==> src/rtl/ubfa_pkg.sv <==
// Shared types, constants and UTF-8 helpers for the byte-fallback assembler.
package ubfa_pkg;

    typedef enum logic [1:0] {
        KIND_BYTE  = 2'd0,
        KIND_OTHER = 2'd1,
        KIND_END   = 2'd2,
        KIND_NONE  = 2'd3
    } kind_t;

    localparam logic [7:0] CONT_MASK = 8'hC0;
    localparam logic [7:0] CONT_MARK = 8'h80;
    localparam logic [7:0] REPL_B0   = 8'hEF;
    localparam logic [7:0] REPL_B1   = 8'hBF;
    localparam logic [7:0] REPL_B2   = 8'hBD;
    localparam int         REPL_LEN  = 3;

    // one queued job: replacements first, then raw bytes, then an optional marker
    typedef struct packed {
        logic [2:0]      repl_cnt;
        logic [2:0]      raw_cnt;
        logic            marker;
        logic [3:0][7:0] raw;
    } job_t;

    function automatic logic [2:0] lead_len(input logic [7:0] b);
        logic [2:0] len;
        begin
            len = 3'd1;
            if (b < 8'h80)
                len = 3'd1;
            else if (b >= 8'hC0 && b <= 8'hDF)
                len = 3'd2;
            else if (b >= 8'hE0 && b <= 8'hEF)
                len = 3'd3;
            else if (b >= 8'hF0 && b <= 8'hF7)
                len = 3'd4;
            return len;
        end
    endfunction

    // range check of a complete sequence (overlong, surrogate, above U+10FFFF)
    function automatic logic seq_ok(input logic [2:0] len, input logic [7:0] b0,
                                    input logic [7:0] b1, input logic [7:0] b2,
                                    input logic [7:0] b3);
        logic [20:0] cp;
        logic        ok;
        begin
            ok = 1'b0;
            cp = '0;
            unique case (len)
                3'd2:
                begin
                    cp = {10'd0, b0[4:0], b1[5:0]};
                    ok = (cp >= 21'h80);
                end
                3'd3:
                begin
                    cp = {5'd0, b0[3:0], b1[5:0], b2[5:0]};
                    ok = (cp >= 21'h800) && ((cp < 21'hD800) || (cp > 21'hDFFF));
                end
                3'd4:
                begin
                    cp = {b0[2:0], b1[5:0], b2[5:0], b3[5:0]};
                    ok = (cp >= 21'h10000) && (cp <= 21'h10FFFF);
                end
                default:
                    ok = 1'b0;
            endcase
            return ok;
        end
    endfunction

endpackage

==> src/rtl/ubfa_front.sv <==
// Front end: accepts tokens, tracks the open sequence and builds output jobs.
module ubfa_front (
    input  logic          clk,
    input  logic          rst_n,
    input  logic          accept,
    input  logic [1:0]    kind,
    input  logic [7:0]    token_byte,
    output logic          push,
    output ubfa_pkg::job_t job
);
    import ubfa_pkg::*;

    logic [7:0] store_reg  [4];
    logic [7:0] store_next [4];
    logic [7:0] seq        [4];
    logic [2:0] total_reg, total_next;
    logic [2:0] seqlen_reg, seqlen_next;
    logic [2:0] lead;
    logic [2:0] new_total;
    logic       is_cont;

    always_comb
    begin
        total_next  = total_reg;
        seqlen_next = seqlen_reg;
        store_next  = store_reg;
        seq         = store_reg;
        seq[total_reg[1:0]] = token_byte;
        lead        = lead_len(token_byte);
        new_total   = total_reg + 3'd1;
        is_cont     = (token_byte & CONT_MASK) == CONT_MARK;
        job         = '0;
        if (accept)
        begin
            unique case (kind_t'(kind))
                KIND_BYTE:
                begin
                    if (total_reg != 3'd0 && is_cont)
                    begin
                        store_next[total_reg[1:0]] = token_byte;
                        total_next = new_total;
                        if (new_total >= seqlen_reg || new_total >= 3'd4)
                        begin
                            total_next  = 3'd0;
                            seqlen_next = 3'd0;
                            if (new_total == seqlen_reg &&
                                seq_ok(seqlen_reg, seq[0], seq[1], seq[2], seq[3]))
                            begin
                                job.raw_cnt = new_total;
                                for (int i = 0; i < 4; i++)
                                    job.raw[i] = seq[i];
                            end
                            else
                            begin
                                job.repl_cnt = new_total;
                            end
                        end
                    end
                    else
                    begin
                        // flush whatever is pending, then start on the new byte
                        job.repl_cnt = total_reg;
                        if (lead == 3'd1)
                        begin
                            total_next  = 3'd0;
                            seqlen_next = 3'd0;
                            if (token_byte[7])
                                job.repl_cnt = new_total;
                            else
                            begin
                                job.raw_cnt = 3'd1;
                                job.raw[0]  = token_byte;
                            end
                        end
                        else
                        begin
                            store_next[0] = token_byte;
                            total_next    = 3'd1;
                            seqlen_next   = lead;
                        end
                    end
                end
                KIND_OTHER:
                begin
                    job.repl_cnt = total_reg;
                    job.marker   = 1'b1;
                    total_next   = 3'd0;
                    seqlen_next  = 3'd0;
                end
                KIND_END:
                begin
                    job.repl_cnt = total_reg;
                    total_next   = 3'd0;
                    seqlen_next  = 3'd0;
                end
                default:
                begin
                end
            endcase
        end
    end

    assign push = accept && (job.repl_cnt != 3'd0 || job.raw_cnt != 3'd0 || job.marker);

    always_ff @(posedge clk or negedge rst_n)
    begin
        if (!rst_n)
        begin
            total_reg  <= 3'd0;
            seqlen_reg <= 3'd0;
        end
        else
        begin
            total_reg  <= total_next;
            seqlen_reg <= seqlen_next;
        end
    end

    always_ff @(posedge clk)
    begin
        store_reg <= store_next;
    end

endmodule

==> src/rtl/ubfa_queue.sv <==
// Short job queue between front and back ends.
module ubfa_queue #(
    parameter int DEPTH = 2
) (
    input  logic           clk,
    input  logic           rst_n,
    input  logic           push,
    input  ubfa_pkg::job_t push_job,
    output logic           full,
    input  logic           pop,
    output logic           valid,
    output ubfa_pkg::job_t head
);
    import ubfa_pkg::*;

    localparam int PTR_W = (DEPTH > 1) ? $clog2(DEPTH) : 1;
    localparam int CNT_W = $clog2(DEPTH + 1);
    localparam logic [PTR_W-1:0] PTR_LAST = PTR_W'(DEPTH - 1);
    localparam logic [CNT_W-1:0] CNT_FULL = CNT_W'(DEPTH);

    job_t             mem_reg [DEPTH];
    logic [PTR_W-1:0] wr_ptr_reg, wr_ptr_next;
    logic [PTR_W-1:0] rd_ptr_reg, rd_ptr_next;
    logic [CNT_W-1:0] count_reg, count_next;
    logic             do_push, do_pop;

    assign full    = (count_reg == CNT_FULL);
    assign valid   = (count_reg != '0);
    assign head    = mem_reg[rd_ptr_reg];
    assign do_push = push && !full;
    assign do_pop  = pop && valid;

    always_comb
    begin
        wr_ptr_next = wr_ptr_reg;
        rd_ptr_next = rd_ptr_reg;
        count_next  = count_reg;
        if (do_push)
            wr_ptr_next = (wr_ptr_reg == PTR_LAST) ? '0 : wr_ptr_reg + 1'b1;
        if (do_pop)
            rd_ptr_next = (rd_ptr_reg == PTR_LAST) ? '0 : rd_ptr_reg + 1'b1;
        if (do_push && !do_pop)
            count_next = count_reg + 1'b1;
        else if (do_pop && !do_push)
            count_next = count_reg - 1'b1;
    end

    always_ff @(posedge clk or negedge rst_n)
    begin
        if (!rst_n)
        begin
            wr_ptr_reg <= '0;
            rd_ptr_reg <= '0;
            count_reg  <= '0;
        end
        else
        begin
            wr_ptr_reg <= wr_ptr_next;
            rd_ptr_reg <= rd_ptr_next;
            count_reg  <= count_next;
        end
    end

    always_ff @(posedge clk)
    begin
        if (do_push)
            mem_reg[wr_ptr_reg] <= push_job;
    end

endmodule

==> src/rtl/ubfa_back.sv <==
// Back end: expands queued jobs into output words behind an output register, one per ready cycle.
module ubfa_back (
    input  logic           clk,
    input  logic           rst_n,
    input  logic           q_valid,
    input  ubfa_pkg::job_t q_job,
    output logic           q_pop,
    output logic           m_tvalid,
    input  logic           m_tready,
    output logic [7:0]     m_tdata,
    output logic [0:0]     m_tuser,
    output logic           m_tlast
);
    import ubfa_pkg::*;

    job_t       cur_reg, cur_next;
    logic       cur_valid_reg, cur_valid_next;
    logic [1:0] tri_reg, tri_next;
    logic [1:0] idx_reg, idx_next;
    logic       out_valid_reg, out_valid_next;
    logic [7:0] out_data_reg, out_data_next;
    logic       out_slot_reg, out_slot_next;
    logic       out_last_reg, out_last_next;

    job_t       step;
    logic [1:0] tri_step, idx_step;
    logic [7:0] item_byte;
    logic       item_slot;
    logic       item_last;
    logic       load_out, emit, take;

    always_comb
    begin
        step      = cur_reg;
        tri_step  = tri_reg;
        idx_step  = idx_reg;
        item_byte = 8'h00;
        item_slot = 1'b0;
        if (cur_reg.repl_cnt != 3'd0)
        begin
            case (tri_reg)
                2'd0:    item_byte = REPL_B0;
                2'd1:    item_byte = REPL_B1;
                default: item_byte = REPL_B2;
            endcase
            if (tri_reg == 2'(REPL_LEN - 1))
            begin
                tri_step      = 2'd0;
                step.repl_cnt = cur_reg.repl_cnt - 3'd1;
            end
            else
                tri_step = tri_reg + 2'd1;
        end
        else if (cur_reg.raw_cnt != 3'd0)
        begin
            item_byte    = cur_reg.raw[idx_reg];
            idx_step     = idx_reg + 2'd1;
            step.raw_cnt = cur_reg.raw_cnt - 3'd1;
        end
        else
        begin
            item_slot   = 1'b1;
            step.marker = 1'b0;
        end
        item_last = (step.repl_cnt == 3'd0) && (step.raw_cnt == 3'd0) && !step.marker;
    end

    assign load_out = !out_valid_reg || m_tready;
    assign emit     = cur_valid_reg && load_out;
    assign take     = q_valid && (!cur_valid_reg || (emit && item_last));
    assign q_pop    = take;

    always_comb
    begin
        cur_next       = cur_reg;
        cur_valid_next = cur_valid_reg;
        tri_next       = tri_reg;
        idx_next       = idx_reg;
        out_valid_next = out_valid_reg;
        out_data_next  = out_data_reg;
        out_slot_next  = out_slot_reg;
        out_last_next  = out_last_reg;
        if (emit)
        begin
            out_valid_next = 1'b1;
            out_data_next  = item_byte;
            out_slot_next  = item_slot;
            out_last_next  = item_last;
            cur_next       = step;
            tri_next       = tri_step;
            idx_next       = idx_step;
            cur_valid_next = !item_last;
        end
        else if (m_tready)
            out_valid_next = 1'b0;
        if (take)
        begin
            cur_next       = q_job;
            tri_next       = 2'd0;
            idx_next       = 2'd0;
            cur_valid_next = 1'b1;
        end
    end

    always_ff @(posedge clk or negedge rst_n)
    begin
        if (!rst_n)
        begin
            cur_valid_reg <= 1'b0;
            out_valid_reg <= 1'b0;
            tri_reg       <= 2'd0;
            idx_reg       <= 2'd0;
        end
        else
        begin
            cur_valid_reg <= cur_valid_next;
            out_valid_reg <= out_valid_next;
            tri_reg       <= tri_next;
            idx_reg       <= idx_next;
        end
    end

    always_ff @(posedge clk)
    begin
        cur_reg      <= cur_next;
        out_data_reg <= out_data_next;
        out_slot_reg <= out_slot_next;
        out_last_reg <= out_last_next;
    end

    assign m_tvalid   = out_valid_reg;
    assign m_tdata    = out_data_reg;
    assign m_tuser[0] = out_slot_reg;
    assign m_tlast    = out_last_reg;

endmodule

==> src/rtl/utf8_byte_fallback_assembler_core.sv <==
// Top level of the UTF-8 byte-fallback assembler.
// Tokens enter on the s_ side, one word per cycle while a job slot is free; UTF-8
// output words leave on the m_ side, one per cycle while m_tready is high, the
// final word of each token flagged by tlast. Output bandwidth sets the rate: a
// token yields 0 to 12 words (ASCII and continuation bytes that close a valid
// sequence emit one word per byte, each replaced byte three words EF BF BD, an
// other token one marker word with tuser set), so a plain ASCII stream runs at
// one token per cycle while the sink keeps up, and replacement bursts hold the
// input while the job queue (QUEUE_DEPTH jobs) is full.
module utf8_byte_fallback_assembler_core #(
    parameter int QUEUE_DEPTH = 2
) (
    input  logic       clk,
    input  logic       rst_n,
    input  logic       s_tvalid,
    output logic       s_tready,
    input  logic [7:0] s_tdata,   // [7:0] token_byte
    input  logic [1:0] s_tuser,   // [1:0] token_kind
    output logic       m_tvalid,
    input  logic       m_tready,
    output logic [7:0] m_tdata,   // [7:0] utf8_byte
    output logic [0:0] m_tuser,   // [0] token_slot
    output logic       m_tlast
);
    import ubfa_pkg::*;

    logic accept;
    logic push;
    logic full;
    logic q_valid;
    logic q_pop;
    job_t push_job;
    job_t q_head;

    assign s_tready = !full;
    assign accept   = s_tvalid && s_tready;

    ubfa_front u_front (
        .clk        (clk),
        .rst_n      (rst_n),
        .accept     (accept),
        .kind       (s_tuser),
        .token_byte (s_tdata),
        .push       (push),
        .job        (push_job)
    );

    ubfa_queue #(
        .DEPTH (QUEUE_DEPTH)
    ) u_queue (
        .clk      (clk),
        .rst_n    (rst_n),
        .push     (push),
        .push_job (push_job),
        .full     (full),
        .pop      (q_pop),
        .valid    (q_valid),
        .head     (q_head)
    );

    ubfa_back u_back (
        .clk      (clk),
        .rst_n    (rst_n),
        .q_valid  (q_valid),
        .q_job    (q_head),
        .q_pop    (q_pop),
        .m_tvalid (m_tvalid),
        .m_tready (m_tready),
        .m_tdata  (m_tdata),
        .m_tuser  (m_tuser),
        .m_tlast  (m_tlast)
    );

    a_marker_zero: assert property (@(posedge clk) disable iff (!rst_n)
        m_tvalid && m_tuser[0] |-> m_tdata == 8'h00)
        else $error("marker word carries nonzero data");

    a_marker_last: assert property (@(posedge clk) disable iff (!rst_n)
        m_tvalid && m_tuser[0] |-> m_tlast)
        else $error("marker word is not the last word of its token");

    a_push_room: assert property (@(posedge clk) disable iff (!rst_n)
        push |-> !full)
        else $error("job pushed into a full queue");

    a_full_valid: assert property (@(posedge clk) disable iff (!rst_n)
        full |-> q_valid)
        else $error("queue reports full and empty together");

endmodule

==> config.mk <==
export PLATFORM = sky130hd
export DESIGN_NAME = utf8_byte_fallback_assembler_core
export DESIGN_NICKNAME = d
export VERILOG_FILES = /design/src/rtl/ubfa_pkg.sv /design/src/rtl/ubfa_front.sv /design/src/rtl/ubfa_queue.sv /design/src/rtl/ubfa_back.sv /design/src/rtl/utf8_byte_fallback_assembler_core.sv
export SDC_FILE = /design/constraint.sdc
export NUM_CORES = 1
export LEC_CHECK = 0
export BUFFER_PORTS_ARGS = -buffer_cell sky130_fd_sc_hd__buf_2
export CORE_MARGIN = 1.5
export CORE_UTILIZATION = 62
export CTS_CLUSTER_DIAMETER = 150
export DETAILED_ROUTE_END_ITERATION = 10
export GPL_TIMING_DRIVEN = 0
export PLACE_DENSITY = 0.8
export REMOVE_ABC_BUFFERS = 1
export SYNTH_ARGS = -nofsm -noshare
export SYNTH_HDL_FRONTEND = slang
export SYNTH_SLANG_ARGS = --single-unit
==> constraint.sdc <==
create_clock -name clk -period 5.55 [get_ports clk]
set_input_delay 0 -clock clk [delete_from_list [all_inputs] [get_ports clk]]
set_output_delay 0 -clock clk [all_outputs]
set_load 0.05 [all_outputs]
Word level (Yosys, flattened, before mapping). Memories as Yosys holds them, arrays and structs flattened. Index checks and enable logic that the tools add are counted.

Divide/modulo/power cells: 0. $lt $le $gt $ge: 18. $mul: 0. $add $sub $neg: 9. Reduce and logical (&&, ||, !) cells: 55. Shift operators: 0. Multiplexer cells: 71. Eq/ne operators: 14. Bitwise operators: 1.

Operators by type and width (count): 39-bit two-way mux (3); 32-bit two-way mux (3); 8-bit two-way mux (8); 3-bit two-way mux (16); 32-bit bitwise mux (1); 8-bit greater-or-equal comparator (second input constant) (3); 8-bit less-or-equal comparator (second input constant) (3); 24-bit two-way mux (1); 21-bit by 17-bit greater-or-equal comparator with 1-bit output (second input constant) (1); 21-bit less-or-equal comparator (second input constant) (1); 2-bit two-way mux (10); 1-bit logical AND (19); 6-bit two-way mux (3); 3-bit one-hot mux with 2 select lines (3); 1-bit two-way mux (17); 8-bit binary-select mux with 2-bit select (1); 8-bit demux with 2-bit select (1); 16-bit by 12-bit greater-or-equal comparator with 1-bit output (second input constant) (1); 16-bit greater-than comparator (second input constant) (1); 16-bit less-than comparator (second input constant) (1); 3-bit nonzero test (5); 7-bit one-hot mux with 2 select lines (1); 2-bit nonzero test (7); 3-bit AND reduction (4); 30 further kinds (54).

Output and inout port bits: 12. Memories kept: 1. Flip-flop bits (word level): 97. Latch bits: 0. Bits in read-only memories: 0. Logic and storage cells: 192. Memory bits (writable): 78.

Memories: u_queue.mem_reg (words 2, bits a word 39, read ports 1, clocked after Yosys merged registers in 0, wr ports 1, line ubfa_queue.sv:21) `job_t mem_reg [DEPTH];`.

Depth between registers and ports, before layout. Gate-level depths: netlist of the first run.

Depth after elaboration: 29. Gate-level depth with buffers: 16. Gate-level depth less buffers: 15.

By module. Synthesis of the first run repeated with hierarchy kept, for this count alone.

Cells, all modules: 610. Area, all modules: 8414.3 sq um.

By module, submodules not included: ubfa_queue (area each 3026.7 sq um, times used 1, cells each 140); ubfa_back (area each 2831.5 sq um, times used 1, cells each 223); ubfa_front (area each 2546.2 sq um, times used 1, cells each 245); utf8_byte_fallback_assembler_core (area each 10.0 sq um, times used 1, cells each 2).

Worst setup path after synthesis of the first run. Ideal clock, no wire load.

Path type: register to register. Start point: reg u_front.total_reg[0]. End point: mem u_queue.mem_reg[0][0] in the netlist's numbering, enable pin. Setup time: 0.440 ns. Stages on the path, launching flop included: 13. Arrival: 4.572 ns. Data required time: 5.110 ns. Setup slack: 0.538 ns. Path buffers: 2. Cells stage by stage: dfrtp_1 inv_1 ha_1 buf_6 or3_4 a211oi_2 mux2i_1 a211oi_4 or4_1 buf_6 o221ai_2 or4_4 nor2b_1.

Cells in the longest elaborated chain, start to end: 27.

Ends and longest elaborated chain: start, declared (line ubfa_front.sv:16) `logic [2:0] total_reg, total_next;`; start signal, assigned (line ubfa_front.sv:114) `total_reg <= total_next;`; 2-bit inverter with 3-bit output (not written as such) (line ubfa_front.sv:28) `seq[total_reg[1:0]] = token_byte;`; 3-bit greater-or-equal comparator (not written as such) or 3-bit by 1-bit less-than comparator with 1-bit output (tied branches) (line ubfa_front.sv:28); 1-bit logical AND (not written as such) (line ubfa_front.sv:28); 8-bit two-way mux (not written as such) (line ubfa_front.sv:28); 8-bit demux with 2-bit select (line ubfa_front.sv:28); 32-bit bitwise mux (line ubfa_front.sv:28); 16-bit less-than comparator or 16-bit greater-than comparator (tied branches) (line ubfa_pkg.sv:60) `ok = (cp >= 21'h800) && ((cp < 21'hD800) || (cp > 21'hDFFF));`; 1-bit logical OR (line ubfa_pkg.sv:60); [... 11 more ...]; 39-bit two-way mux * (line ubfa_front.sv:33) `if (accept)`; 3-bit nonzero test (line ubfa_front.sv:103) `assign push = accept && (job.repl_cnt != 3'd0 || job.raw_cnt != 3'd0 || job.marker);`; 1-bit logical OR * (2 in a row) (line ubfa_front.sv:103); 1-bit logical AND * (line ubfa_front.sv:103); 1-bit logical AND * (line ubfa_queue.sv:30) `assign do_push = push && !full;`; named net u_queue.do_push (line ubfa_queue.sv:25) `logic do_push, do_pop;`; 1-bit two-way mux * (line ubfa_queue.sv:66) `if (do_push)`; 1-bit two-way mux (not written as such) * (line ubfa_queue.sv:67) `mem_reg[wr_ptr_reg] <= push_job;`; end, declared (line ubfa_queue.sv:21).

The timed path passes the listed nets; every way through them passes the cells marked *. The select of a mux whose other input is x is not followed.

Worst setup path in the final report of the first run.
Start point: reg u_front.total_reg[0]. End point: mem u_queue.mem_reg[1][16] in the netlist's numbering, enable pin.

The elaborated chain is that of the path after synthesis.

==> results of run 1 <==
==> metrics by stage <==
stage / instances / worst slack (ns) / utilization [%] / hold slack, ns
after global routing: 778 / 0.342 / 70.9 / 0.0351
final: 778 / 0.646 / 70.9 / 0.0276
after CTS: 778 / 0.622 / 70.9 / 0.00362
after floorplan: 540 / 0.115 / - / -0.296
after detailed placement: 740 / 0.673 / 65.7 / -0.0411
after global placement: 737 / -1.12 / 65.0 / -0.0568
==> cell usage in the layout (no fill, tap or decap), types with 15 or more instances in the layout <==
cell,count
edfxtp_1,159
nor2b_1,26
clkbuf_16,17
a21oi_1,16
mux2_2,30
nand2_1,20
mux2i_1,49
inv_1,27
buf_2,25
nor2_1,54
dfrtp_1,15
ha_1,16
o21ai_0,20
==> kinds of logic after synthesis <==
family | Yosys count
flops | 175
simple gates | 159
fa+ha+maj | 16
buf+inv | 55
mux | 87
xor+xnor | 10
compound gates | 63
==> what timing repair did <==
| action | in CTS | in global routing |
|---|---|---|
| setup buffers | 0 | 0 |
| hold buffers | 7 | 0 |
| endpoints found under the hold margin | 25 | 0 |
==> worst paths after layout <==
path	end	slack, ns	startpoint
worst max-delay path	u_queue.mem_reg[1][16]	0.65	u_front.total_reg[0]
worst min-delay path	u_front.total_reg[1]	0.03	rst_n
worst max register to register	u_queue.mem_reg[1][16]	0.65	u_front.total_reg[0]
worst min register to register	u_back.m_tvalid	0.48	u_back.cur_valid_reg
max in group asynchronous	u_queue.rd_ptr_reg	5.21	rst_n
min in group clk	u_front.total_reg[0]	0.03	s_tvalid
==> power breakdown <==
group          switching [mW]  total (mW)  internal [mW]
combinational           0.376       0.650          0.274
clock                   0.482        1.19          0.708
sequential              0.122        1.72           1.60
==> metal layers <==
| metal | vias up | track usage (%) | share of wire (%) |
|---|---|---|---|
| li1 | 2132 | - | - |
| met1 | 2221 | 28.3 | 43 |
| met2 | 114 | 39.0 | 51 |
| met3 | 22 | 5.55 | 4.5 |
| met4 | 0 | 9.48 | 1.7 |
| met5 | - | 0 | 0 |
==> final cells by class <==
type | count | area [um2] | area share (%)
clock inverter | 12 | 163 | 1.82
clock buffer | 19 | 433 | 4.84
tap | 172 | 215 | 2.40
sequential | 175 | 5180 | 57.8
multi-input combinational | 335 | 2580 | 28.8
inverter | 30 | 113 | 1.26
timing repair buffer | 35 | 270 | 3.02
==> results_dict.tcl, run 1 <==
set metrics [dict create \
    cts_sinks 175 \
    synth-simple-area-share_pct 10.5 \
    die_width_um 117 \
    cts-root-buf "clkbuf_16" \
    startpoint_type "flop" \
    synth_ff_type "edfxtp_1" \
    worstRegToRegCells 10 \
    htreeDepth 4 \
    ys_seq_elements 175 \
    yosysMostFrequentCell "edfxtp_1" \
    num_rows 41 \
    path_buf_inv 1 \
    slowest_stage "or4_1" \
    worstSkewPairLatency_ns 0.43 \
    yosys-mux-area-fraction_pct 12.6 \
    p_per_area_nw_per_um2 398 \
    drc 0 \
    synth-compound-area-share_pct 5.43 \
    grt_pass1_vias 4533 \
    cts_tree "done" \
    final_nets 624 \
    synth_cells 565 \
    status "finished clean" \
    die_h_um 117 \
    cap_violations 0 \
    cp_num_cells 10 \
    grt_use_total_pct 22.9 \
    wl_per_cell_um 18.0 \
    slew_viol_final 0 \
    synth_area_leaders "edfxtp_1 60%, mux2i_1 6.1%, dfrtp_1 5.0%" \
    yosysUniqueCellTypes 56 \
    synth_top_area_share_pct 59.7 \
    io_buffers 25 \
    nFillCells 838 \
    cts_made_buffers 17 \
    min_period_ns 4.90 \
    worst_slew_pin_slew_ns 0.935 \
    ir_worst_vdd_mv 0.260 \
    rsz0062_at_grt "no" \
    worst-setup-path-type "flop to flop" \
    hold_path.class "input pin to async pin" \
    syn_area_um2 7990 \
    vias 4489 \
    arrival_ns 4.96 \
    grt_max_degree 43 \
    maxSlewHeadroom_pct 37.2 \
    antenna_cells 0 \
    drtPass1Iterations 5 \
    dr.first_iter.drc_count 305 \
    dp_hpwl_mm 9.45 \
    synth_common_cells "159 x edfxtp_1, 55 x nor2_1, 49 x mux2i_1" \
    coreArea_um2 12600 \
    crit_family "simple AND/OR/NAND/NOR gates" \
    synth_fa_ha_area_share_pct 2.51 \
    timing.final.crit_share_pct 88.4 \
    final_area_um2 8950 \
    cpPeakStageDelay_ns 0.94 \
    placed_cell_area_um2 8290 \
    largest_reg_flops 78 \
    hold_viol_final 0 \
    finalClockSkew_ns 0.00593 \
    cp-end-kind "flop" \
    antenna_found_initial 0 \
    synth_xor_area_share_pct 1.10 \
    synth_top_family_by_area "multiplexers" \
    synth_edf_count 159 \
    crit_chain "inv_1 > ha_1 > or3b_1 > a211oi_2 > mux2i_1 > a211oi_4 > or4_1 > o221ai_2 > or4_4 > and2_2" \
    fmax_mhz 204 \
    ctsResizeCount 0 \
    p_leak_nw 3.44 \
    antenna_left 0 \
    place_congestion 0.881 \
    num_io_pins 26 \
    yosys_warnings 0 \
    grt_pass1_wl_mm 22.7 \
    avgSynthCellArea_um2 14.1 \
    vias_per_cell 5.77 \
    grt-ovfl-total 0 \
    critPathRequiredTime_ns 5.60 \
    area_delta_synth_final_pct 12.0 \
    totalWireLength_mm 14.0 \
    synth_top_cell_by_area "edfxtp_1" \
    ctsLongestPathBuffers 2 \
    drive_above_1_share_pct 18.8 \
    finalSetupTns_ns 0 \
    clkTransAtPathRegs_ns 0.06 \
    dieArea_um2 13600 \
    total_power_mw 3.56 \
    finalSetupViolations 0 \
    synthArstFlopShare_pct 9.14 \
    synth-seq-area-share_pct 64.8 \
    start_util_pct 63.3 \
    worstPathMaxFanout 39 \
]
(Power assumes the default switching activity.)
==> run 2, diff against run 1 <==
--- a/config.mk
+++ b/config.mk
@@ -8,9 +8,10 @@
 export BUFFER_PORTS_ARGS = -buffer_cell sky130_fd_sc_hd__buf_2
 export CORE_MARGIN = 1.5
-export CORE_UTILIZATION = 62
+export CORE_UTILIZATION = 64
+export CTS_BUF_LIST = sky130_fd_sc_hd__clkbuf_2 sky130_fd_sc_hd__clkbuf_4 sky130_fd_sc_hd__clkbuf_8
 export CTS_CLUSTER_DIAMETER = 150
 export DETAILED_ROUTE_END_ITERATION = 10
 export GPL_TIMING_DRIVEN = 0
-export PLACE_DENSITY = 0.8
+export PLACE_DENSITY = 0.82
 export REMOVE_ABC_BUFFERS = 1
 export SYNTH_ARGS = -nofsm -noshare
==> constraint.sdc (replaced) <==
create_clock -name clk -period 5.55 [get_ports clk]
set_input_delay 1.11 -clock clk [delete_from_list [all_inputs] [get_ports clk]]
set_output_delay 1.11 -clock clk [all_outputs]
set_load 0.05 [all_outputs]
==> run 2 against run 1 <==
Compared with the run above:
- total power down 4.4%
- utilization up 1.2 points
- first-iteration DRC count up 38%
- worst setup slack worse by 0.045 ns
- sequential share of layout area up 1.4 points
- critical endpoint is now u_queue.mem_reg[1][26]
- highest routed layer unchanged
==> results_dict.tcl, run 2 (same netlist as run 1, synthesis figures left out) <==
set metrics [dict create \
    final_common_cell "edfxtp_1" \
    antenna_left 0 \
    grt_pass1_wl_mm 22.9 \
    wl_per_cell_um 18.6 \
    place_congestion 0.892 \
    worstRegToRegCells 10 \
    fin_cells 768 \
    final_area_um2 8740 \
    drc 0 \
    antenna_found_initial 0 \
    holdPathEnd "u_back.m_tvalid" \
    cap_violations 0 \
    slew_viol_final 0 \
    coreArea_um2 12100 \
    cts_setup_buffers 0 \
    totalWireLength_mm 14.3 \
    antenna_cells 0 \
    arrival_ns 5.02 \
    num_rows 40 \
    timing.final.crit_share_pct 89.2 \
    p_per_area_nw_per_um2 390 \
    total_power_mw 3.41 \
    grt_max_degree 43 \
    ctsLongestPathBuffers 2 \
    min_period_ns 4.95 \
    r2r-start "u_front.total_reg[0]" \
    fmax_mhz 202 \
    io_buffers 25 \
    grt_pass1_vias 4502 \
    drive_above_1_share_pct 19.2 \
    dieArea_um2 13200 \
    grt-ovfl-total 0 \
    worst_slew_pin_slew_ns 1.30 \
    worstSkewPairLatency_ns 0.45 \
    cts_tree "done" \
    rsz0062_at_grt "no" \
    r2r-end "u_queue.mem_reg[1][26]" \
    ir_worst_vdd_mv 0.163 \
    nFillCells 785 \
    multi_input_area_um2 2580 \
    worstPathMaxFanout 39 \
    p_leak_nw 3.37 \
    dr.first_iter.drc_count 421 \
    cts_sinks 175 \
    hold_path.class "flop to flop" \
    die_width_um 115 \
    clkTransAtPathRegs_ns 0.08 \
    num_io_pins 26 \
    cts-root-buf "clkbuf_8" \
    grt_use_total_pct 23.3 \
    placedCellCount 736 \
    placed_cell_area_um2 8260 \
    maxSlewHeadroom_pct 13.5 \
    worst-setup-path-type "flop to flop" \
    pre_cts_slack_ns 0.554 \
    register_area_um2 5180 \
    critPathRequiredTime_ns 5.63 \
    r2r_setup_slack_ns 0.60 \
    cp-end-kind "flop" \
    dp_hpwl_mm 9.65 \
    cts_made_buffers 17 \
    final_nets 617 \
    die_h_um 115 \
    startpoint_type "flop" \
    drtPass1Iterations 5 \
    ctsResizeCount 0 \
    vias 4541 \
    holdCritStartpoint "u_back.cur_valid_reg" \
    status "finished clean" \
    finalSetupViolations 0 \
    cts-hold-fix-buffers 0 \
    htreeDepth 4 \
    hold_viol_final 0 \
    finalClockSkew_ns 0.00786 \
    min_delay_path_depth 1 \
    largest_reg_flops 78 \
    layout_common_cells "159 x edfxtp_1, 54 x nor2_1, 49 x mux2i_1" \
    vias_per_cell 5.91 \
    start_util_pct 66.0 \
    area_delta_synth_final_pct 9.35 \
    fin_ws_ns 0.602 \
]
run 2: cell type report:
type,count,share of cell area [%]
Clock buffer,18,2.76
Clock inverter,14,2.71
Inverter,30,1.29
Multi-Input combinational cell,335,29.5
Sequential cell,175,59.2
Tap cell,168,2.41
Timing Repair Buffer,28,2.06
run 2: worst max-delay path by stage:
stage / from / to / slack [ns] / cells after the start
6_report: u_front.total_reg[0] / u_queue.mem_reg[1][26] / 0.60 / 10
5_1_grt: u_front.total_reg[0] / u_queue.mem_reg[1][15] / 0.31 / 10
4_1_cts: u_front.total_reg[0] / u_queue.mem_reg[1][23] / 0.62 / 10
3_5_place_dp: s_tdata[0] / u_queue.mem_reg[1][11] / 0.55 / 9
3_3_place_gp: s_tdata[0] / u_queue.mem_reg[0][16] / -1.25 / 9
2_1_floorplan: s_tdata[0] / u_queue.mem_reg[0][0] / 0.01 / 8
run 2: where the power goes:
group	internal, mW	switching, mW
combinational	0.268	0.399
clock	0.587	0.447
sequential	1.60	0.107
total	2.45	0.954
run 2: layer usage:
| metal | up-vias | track usage [%] | wire length (um) |
|---|---|---|---|
| met2 | 138 | 37.5 | 6860 |
| met1 | 2266 | 31.7 | 6430 |
| met5 | - | 0 | 0 |
| met4 | 0 | 8.89 | 292 |
| met3 | 29 | 5.38 | 709 |
| li1 | 2108 | - | - |
run 2: stage by stage:
| stage | utilization (%) | hold WS (ns) | TNS, ns |
|---|---|---|---|
| 2_1_floorplan | - | 0.449 | 0 |
| 3_3_place_gp | 67.6 | 0.455 | -48.62 |
| 3_5_place_dp | 68.2 | 0.467 | 0 |
| 4_1_cts | 72.1 | 0.487 | 0 |
| 5_1_grt | 72.1 | 0.523 | 0 |
| 6_report | 72.1 | 0.487 | 0 |
run 2: worst max-delay path: stages (launching register included):
cell and delay [ns]:
dfrtp_1 0.47, inv_1 0.15, ha_1 0.60, or3b_1 0.45, a211oi_2 0.22, mux2i_1 0.33
a211oi_4 0.09, or4_1 0.97, o221ai_2 0.31, or4_4 0.18, and2_2 0.76
